--- config.mk ---
export PLATFORM = sky130hd
export DESIGN_NAME = wildcard_name_matcher
export DESIGN_NICKNAME = d
export VERILOG_FILES = /design/src/wnm_pkg.sv /design/src/wnm_ram.sv /design/src/wnm_datapath.sv /design/src/wnm_controller.sv /design/src/wildcard_name_matcher.sv
export VERILOG_INCLUDE_DIRS = /design/src /design/src/src
export SDC_FILE = /design/constraint.sdc
export NUM_CORES = 1
export LEC_CHECK = 0
export ABC_AREA = 1
export BUFFER_PORTS_ARGS = -buffer_cell sky130_fd_sc_hd__buf_2
export CAP_MARGIN = 20
export CORE_MARGIN = 10
export CORE_UTILIZATION = 57
export DETAILED_ROUTE_END_ITERATION = 7
export PLACE_DENSITY_LB_ADDON = 0.08
export SYNTH_ARGS = -nofsm -noshare
export SYNTH_HDL_FRONTEND = slang
export SYNTH_HIERARCHICAL = 1
export SYNTH_SLANG_ARGS = --single-unit
--- constraint.sdc ---
create_clock -name clk_i -period 2.6 [get_ports clk_i]
set_input_delay 0.52 -clock clk_i [delete_from_list [all_inputs] [get_ports clk_i]]
set_output_delay 0.52 -clock clk_i [all_outputs]
set_load 0.02 [all_outputs]
--- src/wildcard_name_matcher_macros.svh ---
// Assertion macros shared by the wildcard name matcher modules.
`ifndef WILDCARD_NAME_MATCHER_MACROS_SVH
`define WILDCARD_NAME_MATCHER_MACROS_SVH

// The consequent must hold in the same cycle as the antecedent.
`define WNM_ASSERT_SAME(label, clk, rst_n, ante, cons, msg) \
  label: assert property (@(posedge clk) disable iff (!rst_n) (ante) |-> (cons)) \
    else $error(msg);

// The consequent must hold in the cycle after the antecedent.
`define WNM_ASSERT_NEXT(label, clk, rst_n, ante, cons, msg) \
  label: assert property (@(posedge clk) disable iff (!rst_n) (ante) |=> (cons)) \
    else $error(msg);

`endif

--- src/wnm_pkg.sv ---
// Package with the types, constants and sizes of the wildcard name matcher.
`timescale 1ns / 1ps
`default_nettype none
package wnm_pkg;

  localparam int PATTERN_CHARS = 32;
  localparam int NAME_CHARS    = 64;

  localparam int PAT_LEN_W  = $clog2(PATTERN_CHARS + 1);
  localparam int PAT_IDX_W  = (PATTERN_CHARS > 1) ? $clog2(PATTERN_CHARS) : 1;
  localparam int NAME_LEN_W = $clog2(NAME_CHARS + 1);
  localparam int NAME_IDX_W = (NAME_CHARS > 1) ? $clog2(NAME_CHARS) : 1;

  localparam logic [PAT_LEN_W-1:0]  PAT_FULL  = PAT_LEN_W'(PATTERN_CHARS);
  localparam logic [NAME_LEN_W-1:0] NAME_FULL = NAME_LEN_W'(NAME_CHARS);

  localparam logic ACT_PATTERN = 1'b0;
  localparam logic ACT_NAME    = 1'b1;

  localparam logic [7:0] CH_ANY_ONE = 8'h3F;
  localparam logic [7:0] CH_ANY_RUN = 8'h2A;
  localparam logic [7:0] CH_LOWER_A = 8'h61;
  localparam logic [7:0] CH_LOWER_Z = 8'h7A;
  localparam logic [7:0] CH_UPPER_A = 8'h41;

  typedef struct packed {
    logic       action;
    logic       has_char;
    logic [7:0] char_code;
    logic       last;
  } in_item_t;

  typedef struct packed {
    logic matched;
    logic overflow;
  } out_item_t;

  typedef enum logic [1:0] {
    ST_IDLE,
    ST_FETCH,
    ST_EVAL
  } wnm_state_e;

  typedef struct packed {
    logic load;
    logic start;
    logic eval;
    logic deliver;
  } wnm_cmd_t;

  typedef struct packed {
    logic name_end;
    logic walk_done;
  } wnm_status_t;

endpackage
`default_nettype wire

--- src/wnm_ram.sv ---
// Generic simple dual-port RAM with one write port and a registered read port.
`timescale 1ns / 1ps
`default_nettype none
module wnm_ram #(
  parameter int WIDTH = 8,
  parameter int DEPTH = 32,
  localparam int AW = (DEPTH > 1) ? $clog2(DEPTH) : 1
) (
  input  wire logic             clk_i,
  input  wire logic             we_i,
  input  wire logic [AW-1:0]    waddr_i,
  input  wire logic [WIDTH-1:0] wdata_i,
  input  wire logic [AW-1:0]    raddr_i,
  output logic      [WIDTH-1:0] rdata_o
);

  logic [WIDTH-1:0] mem_q [DEPTH];

  always_ff @(posedge clk_i) begin
    if (we_i) begin
      mem_q[waddr_i] <= wdata_i;
    end
    rdata_o <= mem_q[raddr_i];
  end

endmodule
`default_nettype wire

--- src/wnm_datapath.sv ---
// Datapath: character stores, lengths, overflow flags, walk pointers and result.
`timescale 1ns / 1ps
`default_nettype none
`include "wildcard_name_matcher_macros.svh"
module wnm_datapath (
  input  wire logic              clk_i,
  input  wire logic              rst_ni,
  input  wire wnm_pkg::in_item_t in_data_i,
  input  wire wnm_pkg::wnm_cmd_t cmd_i,
  output wnm_pkg::wnm_status_t   status_o,
  output wnm_pkg::out_item_t     out_data_o
);
  import wnm_pkg::*;

  function automatic logic [7:0] upcase(input logic [7:0] c);
    if (c >= CH_LOWER_A && c <= CH_LOWER_Z) begin
      return c - CH_LOWER_A + CH_UPPER_A;
    end
    return c;
  endfunction

  logic [PAT_LEN_W-1:0]  pat_len_q, pat_len_d;
  logic                  pat_open_q, pat_open_d;
  logic                  pat_ovf_q, pat_ovf_d;
  logic [NAME_LEN_W-1:0] name_len_q, name_len_d;
  logic                  name_ovf_q, name_ovf_d;
  logic [PAT_LEN_W-1:0]  pat_pos_q, pat_pos_d;
  logic [NAME_LEN_W-1:0] name_pos_q, name_pos_d;
  logic [PAT_LEN_W-1:0]  star_pos_q, star_pos_d;
  logic                  star_seen_q, star_seen_d;
  logic [NAME_LEN_W-1:0] resume_pos_q, resume_pos_d;
  out_item_t             out_q;

  logic                  is_pattern, is_name;
  logic [PAT_LEN_W-1:0]  pat_base;
  logic                  pat_we, name_we;
  logic [7:0]            pat_rd, name_rd;
  logic                  any_ovf, pat_empty;
  logic                  name_in, pat_in, at_star, char_hit;
  logic                  hit;

  assign is_pattern = cmd_i.load && (in_data_i.action == ACT_PATTERN);
  assign is_name    = cmd_i.load && (in_data_i.action == ACT_NAME);
  // A pattern item that arrives with no pattern open starts a fresh pattern.
  assign pat_base   = pat_open_q ? pat_len_q : '0;
  assign pat_we     = is_pattern && in_data_i.has_char && (pat_base < PAT_FULL);
  assign name_we    = is_name && in_data_i.has_char && (name_len_q < NAME_FULL);

  wnm_ram #(.WIDTH(8), .DEPTH(PATTERN_CHARS)) u_pat_ram (
    .clk_i   (clk_i),
    .we_i    (pat_we),
    .waddr_i (pat_base[PAT_IDX_W-1:0]),
    .wdata_i (in_data_i.char_code),
    .raddr_i (pat_pos_q[PAT_IDX_W-1:0]),
    .rdata_o (pat_rd)
  );

  wnm_ram #(.WIDTH(8), .DEPTH(NAME_CHARS)) u_name_ram (
    .clk_i   (clk_i),
    .we_i    (name_we),
    .waddr_i (name_len_q[NAME_IDX_W-1:0]),
    .wdata_i (in_data_i.char_code),
    .raddr_i (name_pos_q[NAME_IDX_W-1:0]),
    .rdata_o (name_rd)
  );

  // One step of the backtracking walk on the bytes fetched in the previous cycle.
  assign any_ovf   = pat_ovf_q || name_ovf_q;
  assign pat_empty = (pat_len_q == '0);
  assign name_in   = (name_pos_q < name_len_q);
  assign pat_in    = (pat_pos_q < pat_len_q);
  assign at_star   = pat_in && (pat_rd == CH_ANY_RUN);
  assign char_hit  = pat_in && ((pat_rd == CH_ANY_ONE) || (upcase(pat_rd) == upcase(name_rd)));
  assign hit       = !any_ovf && (pat_empty || (!name_in && !pat_in));

  assign status_o.name_end  = (in_data_i.action == ACT_NAME) && in_data_i.last;
  assign status_o.walk_done = any_ovf || pat_empty ||
                              (name_in && !at_star && !char_hit && !star_seen_q) ||
                              (!name_in && !at_star);

  always_comb begin
    pat_len_d    = pat_len_q;
    pat_open_d   = pat_open_q;
    pat_ovf_d    = pat_ovf_q;
    name_len_d   = name_len_q;
    name_ovf_d   = name_ovf_q;
    pat_pos_d    = pat_pos_q;
    name_pos_d   = name_pos_q;
    star_pos_d   = star_pos_q;
    star_seen_d  = star_seen_q;
    resume_pos_d = resume_pos_q;

    if (is_pattern) begin
      pat_len_d  = pat_base;
      pat_ovf_d  = pat_open_q && pat_ovf_q;
      pat_open_d = !in_data_i.last;
      if (in_data_i.has_char) begin
        if (pat_we) begin
          pat_len_d = pat_base + PAT_LEN_W'(1);
        end else begin
          pat_ovf_d = 1'b1;
        end
      end
    end

    if (is_name && in_data_i.has_char) begin
      if (name_we) begin
        name_len_d = name_len_q + NAME_LEN_W'(1);
      end else begin
        name_ovf_d = 1'b1;
      end
    end

    if (cmd_i.start) begin
      pat_pos_d    = '0;
      name_pos_d   = '0;
      star_pos_d   = '0;
      star_seen_d  = 1'b0;
      resume_pos_d = '0;
    end

    if (cmd_i.eval) begin
      if (at_star) begin
        star_pos_d   = pat_pos_q;
        star_seen_d  = 1'b1;
        pat_pos_d    = pat_pos_q + PAT_LEN_W'(1);
        resume_pos_d = name_pos_q;
      end else if (name_in && char_hit) begin
        pat_pos_d  = pat_pos_q + PAT_LEN_W'(1);
        name_pos_d = name_pos_q + NAME_LEN_W'(1);
      end else begin
        // Retry the last star one name byte further on.
        pat_pos_d    = star_pos_q + PAT_LEN_W'(1);
        resume_pos_d = resume_pos_q + NAME_LEN_W'(1);
        name_pos_d   = resume_pos_q + NAME_LEN_W'(1);
      end
    end

    if (cmd_i.deliver) begin
      name_len_d = '0;
      name_ovf_d = 1'b0;
    end
  end

  always_ff @(posedge clk_i or negedge rst_ni) begin
    if (!rst_ni) begin
      pat_len_q    <= '0;
      pat_open_q   <= 1'b0;
      pat_ovf_q    <= 1'b0;
      name_len_q   <= '0;
      name_ovf_q   <= 1'b0;
      pat_pos_q    <= '0;
      name_pos_q   <= '0;
      star_pos_q   <= '0;
      star_seen_q  <= 1'b0;
      resume_pos_q <= '0;
    end else begin
      pat_len_q    <= pat_len_d;
      pat_open_q   <= pat_open_d;
      pat_ovf_q    <= pat_ovf_d;
      name_len_q   <= name_len_d;
      name_ovf_q   <= name_ovf_d;
      pat_pos_q    <= pat_pos_d;
      name_pos_q   <= name_pos_d;
      star_pos_q   <= star_pos_d;
      star_seen_q  <= star_seen_d;
      resume_pos_q <= resume_pos_d;
    end
  end

  always_ff @(posedge clk_i) begin
    if (cmd_i.deliver) begin
      out_q.matched  <= hit;
      out_q.overflow <= any_ovf;
    end
  end

  assign out_data_o = out_q;

  `WNM_ASSERT_SAME(a_resume_behind, clk_i, rst_ni, star_seen_q, resume_pos_q <= name_pos_q,
                   "resume position ran ahead of the name position")
  `WNM_ASSERT_SAME(a_star_behind, clk_i, rst_ni, star_seen_q, star_pos_q < pat_pos_q,
                   "star position is not behind the pattern position")
  `WNM_ASSERT_NEXT(a_name_cleared, clk_i, rst_ni, cmd_i.deliver,
                   name_len_q == '0 && !name_ovf_q, "name buffer not cleared after a result")

endmodule
`default_nettype wire

--- src/wnm_controller.sv ---
// Controller: state machine that sequences loading, the match walk and the result.
`timescale 1ns / 1ps
`default_nettype none
`include "wildcard_name_matcher_macros.svh"
module wnm_controller (
  input  wire logic                 clk_i,
  input  wire logic                 rst_ni,
  input  wire logic                 in_valid_i,
  output logic                      in_stall_o,
  output logic                      out_valid_o,
  input  wire logic                 out_stall_i,
  input  wire wnm_pkg::wnm_status_t status_i,
  output wnm_pkg::wnm_cmd_t         cmd_o
);
  import wnm_pkg::*;

  wnm_state_e state_q, state_d;
  logic       out_valid_q, out_valid_d;
  logic       out_free;

  assign out_free = !out_valid_q || !out_stall_i;

  always_ff @(posedge clk_i or negedge rst_ni) begin
    if (!rst_ni) begin
      state_q     <= ST_IDLE;
      out_valid_q <= 1'b0;
    end else begin
      state_q     <= state_d;
      out_valid_q <= out_valid_d;
    end
  end

  always_comb begin
    state_d     = state_q;
    cmd_o       = '0;
    in_stall_o  = 1'b1;
    out_valid_d = out_valid_q && out_stall_i;
    case (state_q)
      ST_IDLE: begin
        in_stall_o = 1'b0;
        if (in_valid_i) begin
          cmd_o.load = 1'b1;
          if (status_i.name_end) begin
            cmd_o.start = 1'b1;
            state_d     = ST_FETCH;
          end
        end
      end
      ST_FETCH: begin
        state_d = ST_EVAL;
      end
      ST_EVAL: begin
        if (status_i.walk_done) begin
          // The result waits here until the output register is free.
          if (out_free) begin
            cmd_o.deliver = 1'b1;
            out_valid_d   = 1'b1;
            state_d       = ST_IDLE;
          end
        end else begin
          cmd_o.eval = 1'b1;
          state_d    = ST_FETCH;
        end
      end
      default: begin
        state_d = ST_IDLE;
      end
    endcase
  end

  assign out_valid_o = out_valid_q;

  `WNM_ASSERT_SAME(a_deliver_free, clk_i, rst_ni, cmd_o.deliver, out_free,
                   "result written over an item not yet taken")
  `WNM_ASSERT_NEXT(a_name_end_walks, clk_i, rst_ni, in_valid_i && !in_stall_o && status_i.name_end,
                   state_q == ST_FETCH, "end of a name did not start the walk")
  `WNM_ASSERT_NEXT(a_step_refetch, clk_i, rst_ni, cmd_o.eval,
                   state_q == ST_FETCH && in_stall_o, "walk step did not fetch again")

endmodule
`default_nettype wire

--- src/wildcard_name_matcher.sv ---
// Flow: a pattern item, or a name item that is not the last, is taken in the idle state.
// The last item of a name starts the walk; its result is registered when the walk ends
// and the output register is free. The walk has S steps, at most about name length times
// pattern length; each step is one fetch from the two RAMs and one compare.
// Input is stalled during the walk. Reset clears lengths, flags and control state;
// the character stores are not cleared and need no clearing pass.
`timescale 1ns / 1ps
`default_nettype none
module wildcard_name_matcher (
  input  wire logic              clk_i,
  input  wire logic              rst_ni,
  input  wire logic              in_valid_i,
  output logic                   in_stall_o,
  input  wire wnm_pkg::in_item_t in_data_i,
  output logic                   out_valid_o,
  input  wire logic              out_stall_i,
  output wnm_pkg::out_item_t     out_data_o
);
  import wnm_pkg::*;

  wnm_cmd_t    cmd;
  wnm_status_t status;

  wnm_controller u_ctrl (
    .clk_i       (clk_i),
    .rst_ni      (rst_ni),
    .in_valid_i  (in_valid_i),
    .in_stall_o  (in_stall_o),
    .out_valid_o (out_valid_o),
    .out_stall_i (out_stall_i),
    .status_i    (status),
    .cmd_o       (cmd)
  );

  wnm_datapath u_dp (
    .clk_i      (clk_i),
    .rst_ni     (rst_ni),
    .in_data_i  (in_data_i),
    .cmd_i      (cmd),
    .status_o   (status),
    .out_data_o (out_data_o)
  );

endmodule
`default_nettype wire
Word-level counts from Yosys, hierarchy flattened
Memory sizes are Yosys's and may differ from the RTL's. A register that Yosys moved wholly into a read port is not among the register bits.
Cells that the tools add are included.
{ "totals": {"ff_bits": 48, "ram_bits": 768, "out_inout_bits": 4, "wordCells": 143, "mem_count": 2} }
{ "mem_list": {"columns": ["memory", "words", "width", "rd", "rd_ports_with_merged_regs", "wr", "line_no", "source"], "rows": [
  ["u_dp.u_name_ram.mem_q", 64, 8, 1, 1, 1, "wnm_ram.sv:17", "logic [WIDTH-1:0] mem_q [DEPTH];"],
  ["u_dp.u_pat_ram.mem_q", 32, 8, 1, 1, 1, "wnm_ram.sv:17", null]
]} }
{ "op_classes": {"add_sub_neg": 10, "magnitude_cmp": 8, "n_eq_ne": 9, "n_mux": 55, "bitwise_logic": 1, "n_reduce_logical": 44} }
{ "op_table": {"columns": ["op", "count"], "rows": [
  ["7-bit two-way mux", 11],
  ["6-bit two-way mux", 10],
  ["8-bit two-way mux", 4],
  ["1-bit two-way mux", 22],
  ["7-bit by 1-bit adder with 7-bit output (second input constant)", 3],
  ["1-bit logical AND", 20],
  ["6-bit by 1-bit adder with 6-bit output (second input constant)", 3],
  ["8-bit by 7-bit adder with 8-bit output (second input constant)", 2],
  ["8-bit by 6-bit == test with 1-bit output (second input constant)", 2],
  ["8-bit by 7-bit greater-or-equal comparator with 1-bit output (second input constant)", 2],
  ["8-bit by 7-bit <= comparator with 1-bit output (second input constant)", 2],
  ["8-bit by 7-bit subtractor with 8-bit output (second input constant)", 2],
  ["2-bit two-way mux", 7],
  ["1-bit zero test", 9],
  ["8-bit == test", 1],
  ["1-bit logical OR", 7],
  ["7-bit < comparator", 1],
  ["7-bit < comparator (second input constant)", 1],
  ["6-bit zero test", 1],
  ["6-bit < comparator", 1],
  ["6-bit < comparator (second input constant)", 1],
  ["2-bit != test (second input constant)", 3],
  ["2-bit case mux with 3 select lines", 1],
  ["2-bit nonzero test", 3],
  ["7 further kinds", 8]
]} }

Depth between registers and ports, before layout
Gate-level depths: netlist of the first run.
{ "logic_depth": {"word_depth": 16, "depth_mapped": 24} }

Cells and area by module
The synthesis of the first run kept the hierarchy.
{ "by_module_without_submodules": {"columns": ["mod", "n_inst", "cells_each", "area_each_um2", "seq_area_each_um2"], "rows": [
  ["wnm_ram at u_dp.u_name_ram", 1, 1805, 21339.2, 15534.9],
  ["wnm_ram at u_dp.u_pat_ram", 1, 922, 10786.6, 7847.5],
  ["wnm_datapath", 1, 445, 3255.6, 1136.1],
  ["wnm_controller", 1, 23, 156.4, 75.1]
]} }

Worst setup path after synthesis of the first run
Ideal clock, no wire load.
{ "synth_path": {"kind": "reg2reg", "startpoint": "register u_ctrl.state_q[1]", "endpoint": "memory u_dp.u_name_ram.mem_q[48][0] (enable)", "arrival_time_ns": 2.544, "slack_ns": -0.338, "path_stages_with_launch": 9, "n_path_buf": 1, "synth_period_minus_slack_ns": 2.938, "cell_sequence": "dfrtp_1 nor2_1 inv_1 nor2_1 nand3_1 nor2_1 clkbuf_1 nand4_1 nor4_1"} }
{ "synth_lines": {"columns": ["item", "line_no", "source"], "rows": [
  ["start: declaration", "wnm_controller.sv:17", "wnm_state_e state_q, state_d;"],
  ["start signal: assignment", "wnm_controller.sv:28", "state_q <= state_d;"],
  ["end: declaration", "wnm_ram.sv:17", null]
]} }

==> results.yml, run 1 <==
sta:
  period_share_pct: 99.8
  fmax_mhz: 385
  hold_violations: 0
  rsz0062_at_grt: "yes"
  timing.final.crit_period_ns: 2.60
  maxSlewViolCount: 0
  tightest_slew_ns: 0.901
  finalSetupViolCount: 0
  maxSlewHeadroom_pct: 39.9
  skew_ns: 0.0217
pwr:
  switchingPower_mw: 6.96
  peakVddDrop_mv: 0.679
  p_per_area_nw_per_um2: 731
  seqPwrFrac_pct: 50.7
  total_power_mw: 29.5
  p_clk_share_pct: 40.8
  p_leak_nw: 15.2
  swShare_pct: 23.6
  combPwrFrac_pct: 8.6
  internal_power_mw: 22.6
global_routing:
  grt_usage_pct: 24.0
  grt_pass1_wl_um: 137000
  antenna_found_initial: 1
  grt_start_max_net_pins: 113
  grt_overflow: 0
  grt_pass1_vias: 23300
synthesis:
  ys_ff_latch: 832
  synthCells: 3195
  synth_top_family_by_area: "simple AND/OR/NAND/NOR gates"
  synth_compound_area_share_pct: 1.06
  avgSynthCellArea_um2: 11.1
  synthAdderAreaFrac_pct: 0.669
  synth-simple-area-share_pct: 23.9
  netlist_area_um2: 35500
  synth.area.mux_share_pct: 0
  synth_nets: 3229
  synth_xor_area_share_pct: 0.591
  ys_warn_count: 6
  synth.distinct_cells: 41
  seq_area_frac_synth_pct: 69.2
placement:
  place_congestion: 0.869
  dp.cells: 4071
  dpl.hpwl_um: 53200
  io_buffer_count: 18
  placed_area_um2: 37300
floorplanning:
  die_x_um: 270
  core_um2: 61700
  ios: 19
  start_util_pct: 57.6
  num_rows: 91
  die-area_um2: 72700
  die_h_um: 270
worst_setup_path:
  worst_ep_required_time_ns: 3.10
  path_max_fanout: 7
  rr_startpoint: "u_dp/name_pos_q[2]"
  critPathKind: "flip-flop to flip-flop"
  endpoint_kind: "flip-flop"
  critPathArrivalTime_ns: 3.10
  start_kind: "flip-flop"
  critical_path.startpoint: "u_dp/name_pos_q[2]"
run:
  cap_viol_max_count: 0
clocking:
  htree_levels: 3
  cts-hold-fix-buffers: 0
  clkTransAtPathRegs_ns: 0.06
  clk_path_buf_depth: 3
  cts_sinks: 832
  clock_latency_ns: 0.63
  root_buffer: "clkbuf_16"
  numCtsBuffers: 85
  cts_tree: "done"
layout:
  final_nets: 3365
  drive_gt1_share_pct: 13.0
  fin_cells: 4241
  multi_input_area_um2: 9670
  n_antenna_cell: 0
  regArea_um2: 24600
  nFillCells: 4799
  stdcell_area_um2: 40400
  syn2layout_area_growth_pct: 13.7
worst_hold_path:
  hold_path_class: "primary input to asynchronous set/reset pin"
routing:
  wirelength_um: 88800
  vias: 24400
  ant_nets: 0
  drtIter0Drc: 2579
  drt_pass1_iterations: 6
  viasPerCell: 5.75
  wl_per_cell_um: 20.9
  drc: 0
outcome:
  status: "finished, final reports clean"
synth_stat cells:
library cell / number / area share [%]
nand2_2: 7 / 0.12
a22oi_1: 7 / 0.15
buf_1: 12 / 0.13
o21ai_1: 11 / 0.15
xor2_1: 16 / 0.39
buf_4: 18 / 0.38
xnor2_1: 8 / 0.20
o32ai_1: 2 / 0.049
nor2_2: 1 / 0.018
nand3b_1: 2 / 0.042
nand3_2: 6 / 0.17
nor3_1: 7 / 0.099
o21ai_0: 13 / 0.18
a21oi_1: 16 / 0.23
nor3b_1: 1 / 0.021
inv_1: 83 / 0.88
o21ai_2: 3 / 0.074
or3_1: 1 / 0.018
o22ai_1: 1 / 0.018
inv_2: 6 / 0.063
nor2_1: 124 / 1.3
nand3_1: 690 / 9.7
nand2_1: 1128 / 12
a21boi_1: 1 / 0.021
a21oi_2: 3 / 0.074
buf_8: 2 / 0.085
buf_6: 61 / 1.9
o41ai_1: 1 / 0.025
clkbuf_1: 28 / 0.30
nand4_1: 15 / 0.26
o211ai_1: 3 / 0.063
buf_2: 53 / 0.75
nor4_1: 9 / 0.16
edfxtp_1: 770 / 65
nor2_4: 1 / 0.032
o21a_1: 1 / 0.021
inv_6: 1 / 0.025
ha_1: 19 / 0.67
nand2_4: 2 / 0.063
dfxtp_1: 16 / 0.90
dfrtp_1: 46 / 3.2
metrics by stage:
step | hold slack (ns) | setup WS, ns | setup TNS (ns) | utilization [%]
floorplan | 0.224 | -0.132 | -7.56 | -
global placement | 0.520 | -0.188 | -3.71 | 60.5
detailed placement | 0.518 | -0.237 | -5.28 | 60.5
CTS | 0.0424 | 0.00445 | 0 | 65.1
global route | 0.0833 | -0.128 | -2.55 | 65.5
finish | 0.0241 | 0.00398 | 0 | 65.5
timing repair:
| action | CTS | global route |
|---|---|---|
| gates resized for setup | 23 | 51 |
| pin swaps | 10 | 26 |
| buffers inserted | 3 | 6 |
| setup endpoints to repair | 40 | 95 |
| cloned | 0 | 1 |
worst max-delay path: stages, from the launching register on:
cell and delay [ns]:
dfrtp_2 0.44, ha_4 0.25, a21oi_2 0.12, nand2_1 0.06
nand4_1 0.07, o211ai_1 0.16, buf_4 0.18, o211ai_1 0.17
nand4_1 0.25, inv_2 0.16, nand3_4 0.10, inv_8 0.10
nand3_4 0.10, buf_6 0.17, nand3_1 0.06, nand2_1 0.07
logic make-up after synthesis:
family	count (synthesis)
xor gates and xnor gates	24
buffers and inverters	264
AOI/OAI and AO/OA	62
adders and majority gates	19
and+or+nand+nor	1994
DFF	832
power groups by stage:
stage / clock network (mW) / logic (mW) / registers [mW]
after CTS: 12.2 / 2.48 / 15.0
after global routing: 12.8 / 2.79 / 15.0
after floorplan: 0 / 1.54 / 15.2
after detailed placement: 0 / 2.44 / 15.2
after global placement: 0 / 2.40 / 15.2
final: 12.0 / 2.53 / 15.0
flip-flops by register name, indices dropped and copies added (netlist names):
register	flops
u_dp/pat_pos_q	6
u_ctrl/state_q	2
u_dp/resume_pos_q	7
u_dp/u_pat_ram/mem_q	256
u_dp/pat_len_q	6
u_dp/u_name_ram/mem_q	512
u_dp/name_pos_q	7
u_dp/pat_ovf_q	1
u_dp/name_ovf_q	1
u_dp/pat_open_q	1
u_dp/star_seen_q	1
u_dp/star_pos_q	6
u_dp/name_len_q	7
u_dp/out_data_o	2
u_dp/u_name_ram/rdata_o	8
u_ctrl/out_valid_o	1
u_dp/u_pat_ram/rdata_o	8
layout by cell type, fill, tap and decap left out, drive strengths merged, types with 2 or more instances in the layout:
cell      count
xnor2         8
xor2         16
dfxtp        16
nand4        15
o211ai        3
buf         222
o21ai        27
nor3          7
ha           19
bufinv        7
nor4          9
clkbuf      107
clkinvlp      3
clkinv       41
a21oi        19
nand2      1137
nor2        127
nand3b        2
a22oi         7
edfxtp      770
dfrtp        46
o32ai         2
nand3       696
inv          92
cell type report:
class                      instances  area share (%)
sequential                       832            61.0
tap                              837            2.59
inverter                          90           0.907
clock buffer                     107            5.70
multi-input combinational       2100            23.9
clock inverter                    53            1.12
timing repair buffer             222            4.80
layer usage:
| layer | up-vias | part of all wire [%] | GRT usage [%] |
|---|---|---|---|
| met5 | - | 0 | 0 |
| li1 | 11400 | - | - |
| met3 | 123 | 8.4 | 3.82 |
| met2 | 1001 | 47 | 37.6 |
| met4 | 0 | 2.1 | 6.79 |
| met1 | 11900 | 43 | 34.3 |
worst paths after layout:
path                                       to  slack, ns  cells past startpoint
hold reg to reg             u_ctrl/state_q[1]       0.53                      2
setup / recovery           u_dp/star_pos_q[2]      0.004                     15
min in group clk_i            u_dp/pat_open_q       0.18                      2
max in group asynchronous  u_dp/name_len_q[6]       1.90                      2
setup reg to reg           u_dp/star_pos_q[2]      0.004                     15
hold / removal              u_ctrl/state_q[1]       0.02                      1
No activity file was read; power rests on OpenSTA's default activity.
==> run 2: changes to the inputs <==
--- a/config.mk
+++ b/config.mk
@@ -9,8 +9,7 @@
 export ABC_AREA = 1
 export BUFFER_PORTS_ARGS = -buffer_cell sky130_fd_sc_hd__buf_2
 export CAP_MARGIN = 20
-export CORE_MARGIN = 10
-export CORE_UTILIZATION = 57
+export CORE_UTILIZATION = 60
 export DETAILED_ROUTE_END_ITERATION = 7
 export PLACE_DENSITY_LB_ADDON = 0.08
 export SYNTH_ARGS = -nofsm -noshare
==> constraint.sdc (replaced) <==
create_clock -name clk_i -period 2.65 [get_ports clk_i]
set_input_delay 0.53 -clock clk_i [delete_from_list [all_inputs] [get_ports clk_i]]
set_output_delay 0.53 -clock clk_i [all_outputs]
set_load 0.02 [all_outputs]
==> results.yml, run 2 (same netlist as run 1, synthesis figures left out) <==
outcome:
  status: "finished, final reports clean"
clocking:
  cts_sinks: 832
  root_buffer: "clkbuf_16"
  numCtsBuffers: 84
  clock_latency_ns: 0.63
  cts_tree: "done"
  clkTransAtPathRegs_ns: 0.06
  htree_levels: 3
  clk_path_buf_depth: 3
worst_setup_path:
  r2r_cells: 11
  r2r_end: "u_dp/u_name_ram/rdata_o[0]"
  endpoint_kind: "flip-flop"
  rr_startpoint: "u_dp/name_pos_q[1]"
  worst_ep_required_time_ns: 3.13
  critPathArrivalTime_ns: 3.03
  path_max_fanout: 133
  start_kind: "flip-flop"
  r2r_slack_ns: 0.11
  critPathKind: "flip-flop to flip-flop"
sta:
  skew_ns: 0.0262
  finalSetupViolCount: 0
  tightest_slew_ns: 1.01
  maxSlewViolCount: 0
  maxSlewHeadroom_pct: 32.7
  fmax_mhz: 393
  fin_setup_tns_ns: 0
  period_share_pct: 96.0
  timing.final.crit_period_ns: 2.54
  hold_violations: 0
routing:
  viasPerCell: 5.86
  ant_nets: 0
  wl_per_cell_um: 21.0
  vias: 24300
  wirelength_um: 87300
  drc: 0
  drtIter0Drc: 2599
  drt_pass1_iterations: 6
pwr:
  p_per_area_nw_per_um2: 717
  total_power_mw: 28.6
  p_leak_nw: 15.0
  peakVddDrop_mv: 0.576
floorplanning:
  start_util_pct: 61.1
  ios: 19
  core_um2: 58100
  num_rows: 88
  die-area_um2: 60200
  die_h_um: 245
  die_x_um: 245
global_routing:
  grt_pass1_vias: 23600
  grt_start_max_net_pins: 195
  grt_usage_pct: 29.2
  antenna_found_initial: 0
  grt_pass1_wl_um: 134000
  grt_overflow: 0
layout:
  n_antenna_cell: 0
  top_regs: "u_dp/u_name_ram/mem_q x512, u_dp/u_pat_ram/mem_q x256"
  syn2layout_area_growth_pct: 12.3
  top_register: "u_dp/u_name_ram/mem_q"
  fin_cells: 4149
  largest_reg_flops: 512
  layout_commonest_cell: "nand2_1"
  drive_gt1_share_pct: 11.8
  fin_util_pct: 68.7
  nFillCells: 4207
  final_cell_mix: "1,126 x nand2_1, 770 x edfxtp_1, 688 x nand3_1"
  final_nets: 3356
worst_hold_path:
  hold_path_class: "primary input to asynchronous set/reset pin"
placement:
  place_congestion: 0.888
  dpl.hpwl_um: 52100
  io_buffer_count: 18
  dp.cells: 3993
run:
  cap_viol_max_count: 0
-- run 2: layout make-up --
type                       instances  area (um2)  share of cell area, %
timing repair buffer             215        1840                   4.61
tap                              765         957                   2.40
inverter                          90         359                  0.900
multi-input combinational       2099        9490                   23.8
clock inverter                    40         409                   1.03
clock buffer                     108        2240                   5.62
sequential                       832       24600                   61.7
-- run 2: how the worst max path moves through the flow --
stage / from / to / slack (ns) / cells after the start
2_1_floorplan: u_ctrl/state_q[1] / u_dp/u_name_ram/mem_q[48][0] / -0.29 / 8
6_report: u_dp/name_pos_q[1] / u_dp/u_name_ram/rdata_o[0] / 0.11 / 11
3_3_place_gp: u_dp/name_pos_q[1] / u_dp/pat_pos_q[5] / 0.12 / 16
5_1_grt: u_dp/u_name_ram/rdata_o[1] / u_dp/resume_pos_q[5] / -0.06 / 20
4_1_cts: u_dp/name_pos_q[1] / u_dp/resume_pos_q[1] / 0.01 / 16
3_5_place_dp: u_dp/name_pos_q[1] / u_dp/pat_pos_q[3] / -0.05 / 16
-- run 2: critical path: stages, from the launching register on --
cell     delay, ns
dfrtp_4       0.50
buf_12        0.27
inv_4         0.16
buf_12        0.29
buf_4         0.29
nand3_1       0.10
nand3_1       0.10
nand2_1       0.12
nand2_1       0.09
nand3_1       0.16
nand3_1       0.15
nand2_1       0.08
-- run 2: timing repair --
item / in CTS / in global routing
pin swaps: 1 / 10
hold buffers: 0 / 0
buffers inserted: 2 / 6
resized for setup: 3 / 47
setup endpoints to repair: 10 / 359
-- run 2: stage by stage --
step	setup slack, ns	hold WS, ns	cell area (um2)
floorplan	-0.288	0.234	35600
global placement	0.125	0.505	37000
detailed placement	-0.0528	0.512	37000
CTS	0.0115	0.0753	39700
global route	-0.0603	0.110	39900
finish	0.105	0.0407	39900
-- run 2: power breakdown --
| group | switching [mW] | internal [mW] | leakage, nW |
|---|---|---|---|
| Combinational | 1.69 | 0.716 | 6.06 |
| Sequential | 0.133 | 14.5 | 7.67 |
| Clock | 4.81 | 6.74 | 1.29 |
| Total | 6.63 | 22.0 | 15.0 |
-- run 2: routing by layer --
layer	part of all wire (%)	global-route usage (%)
met1	41	40.0
met2	49	48.3
met3	7.1	3.73
met4	3.1	10.7
met5	0	0
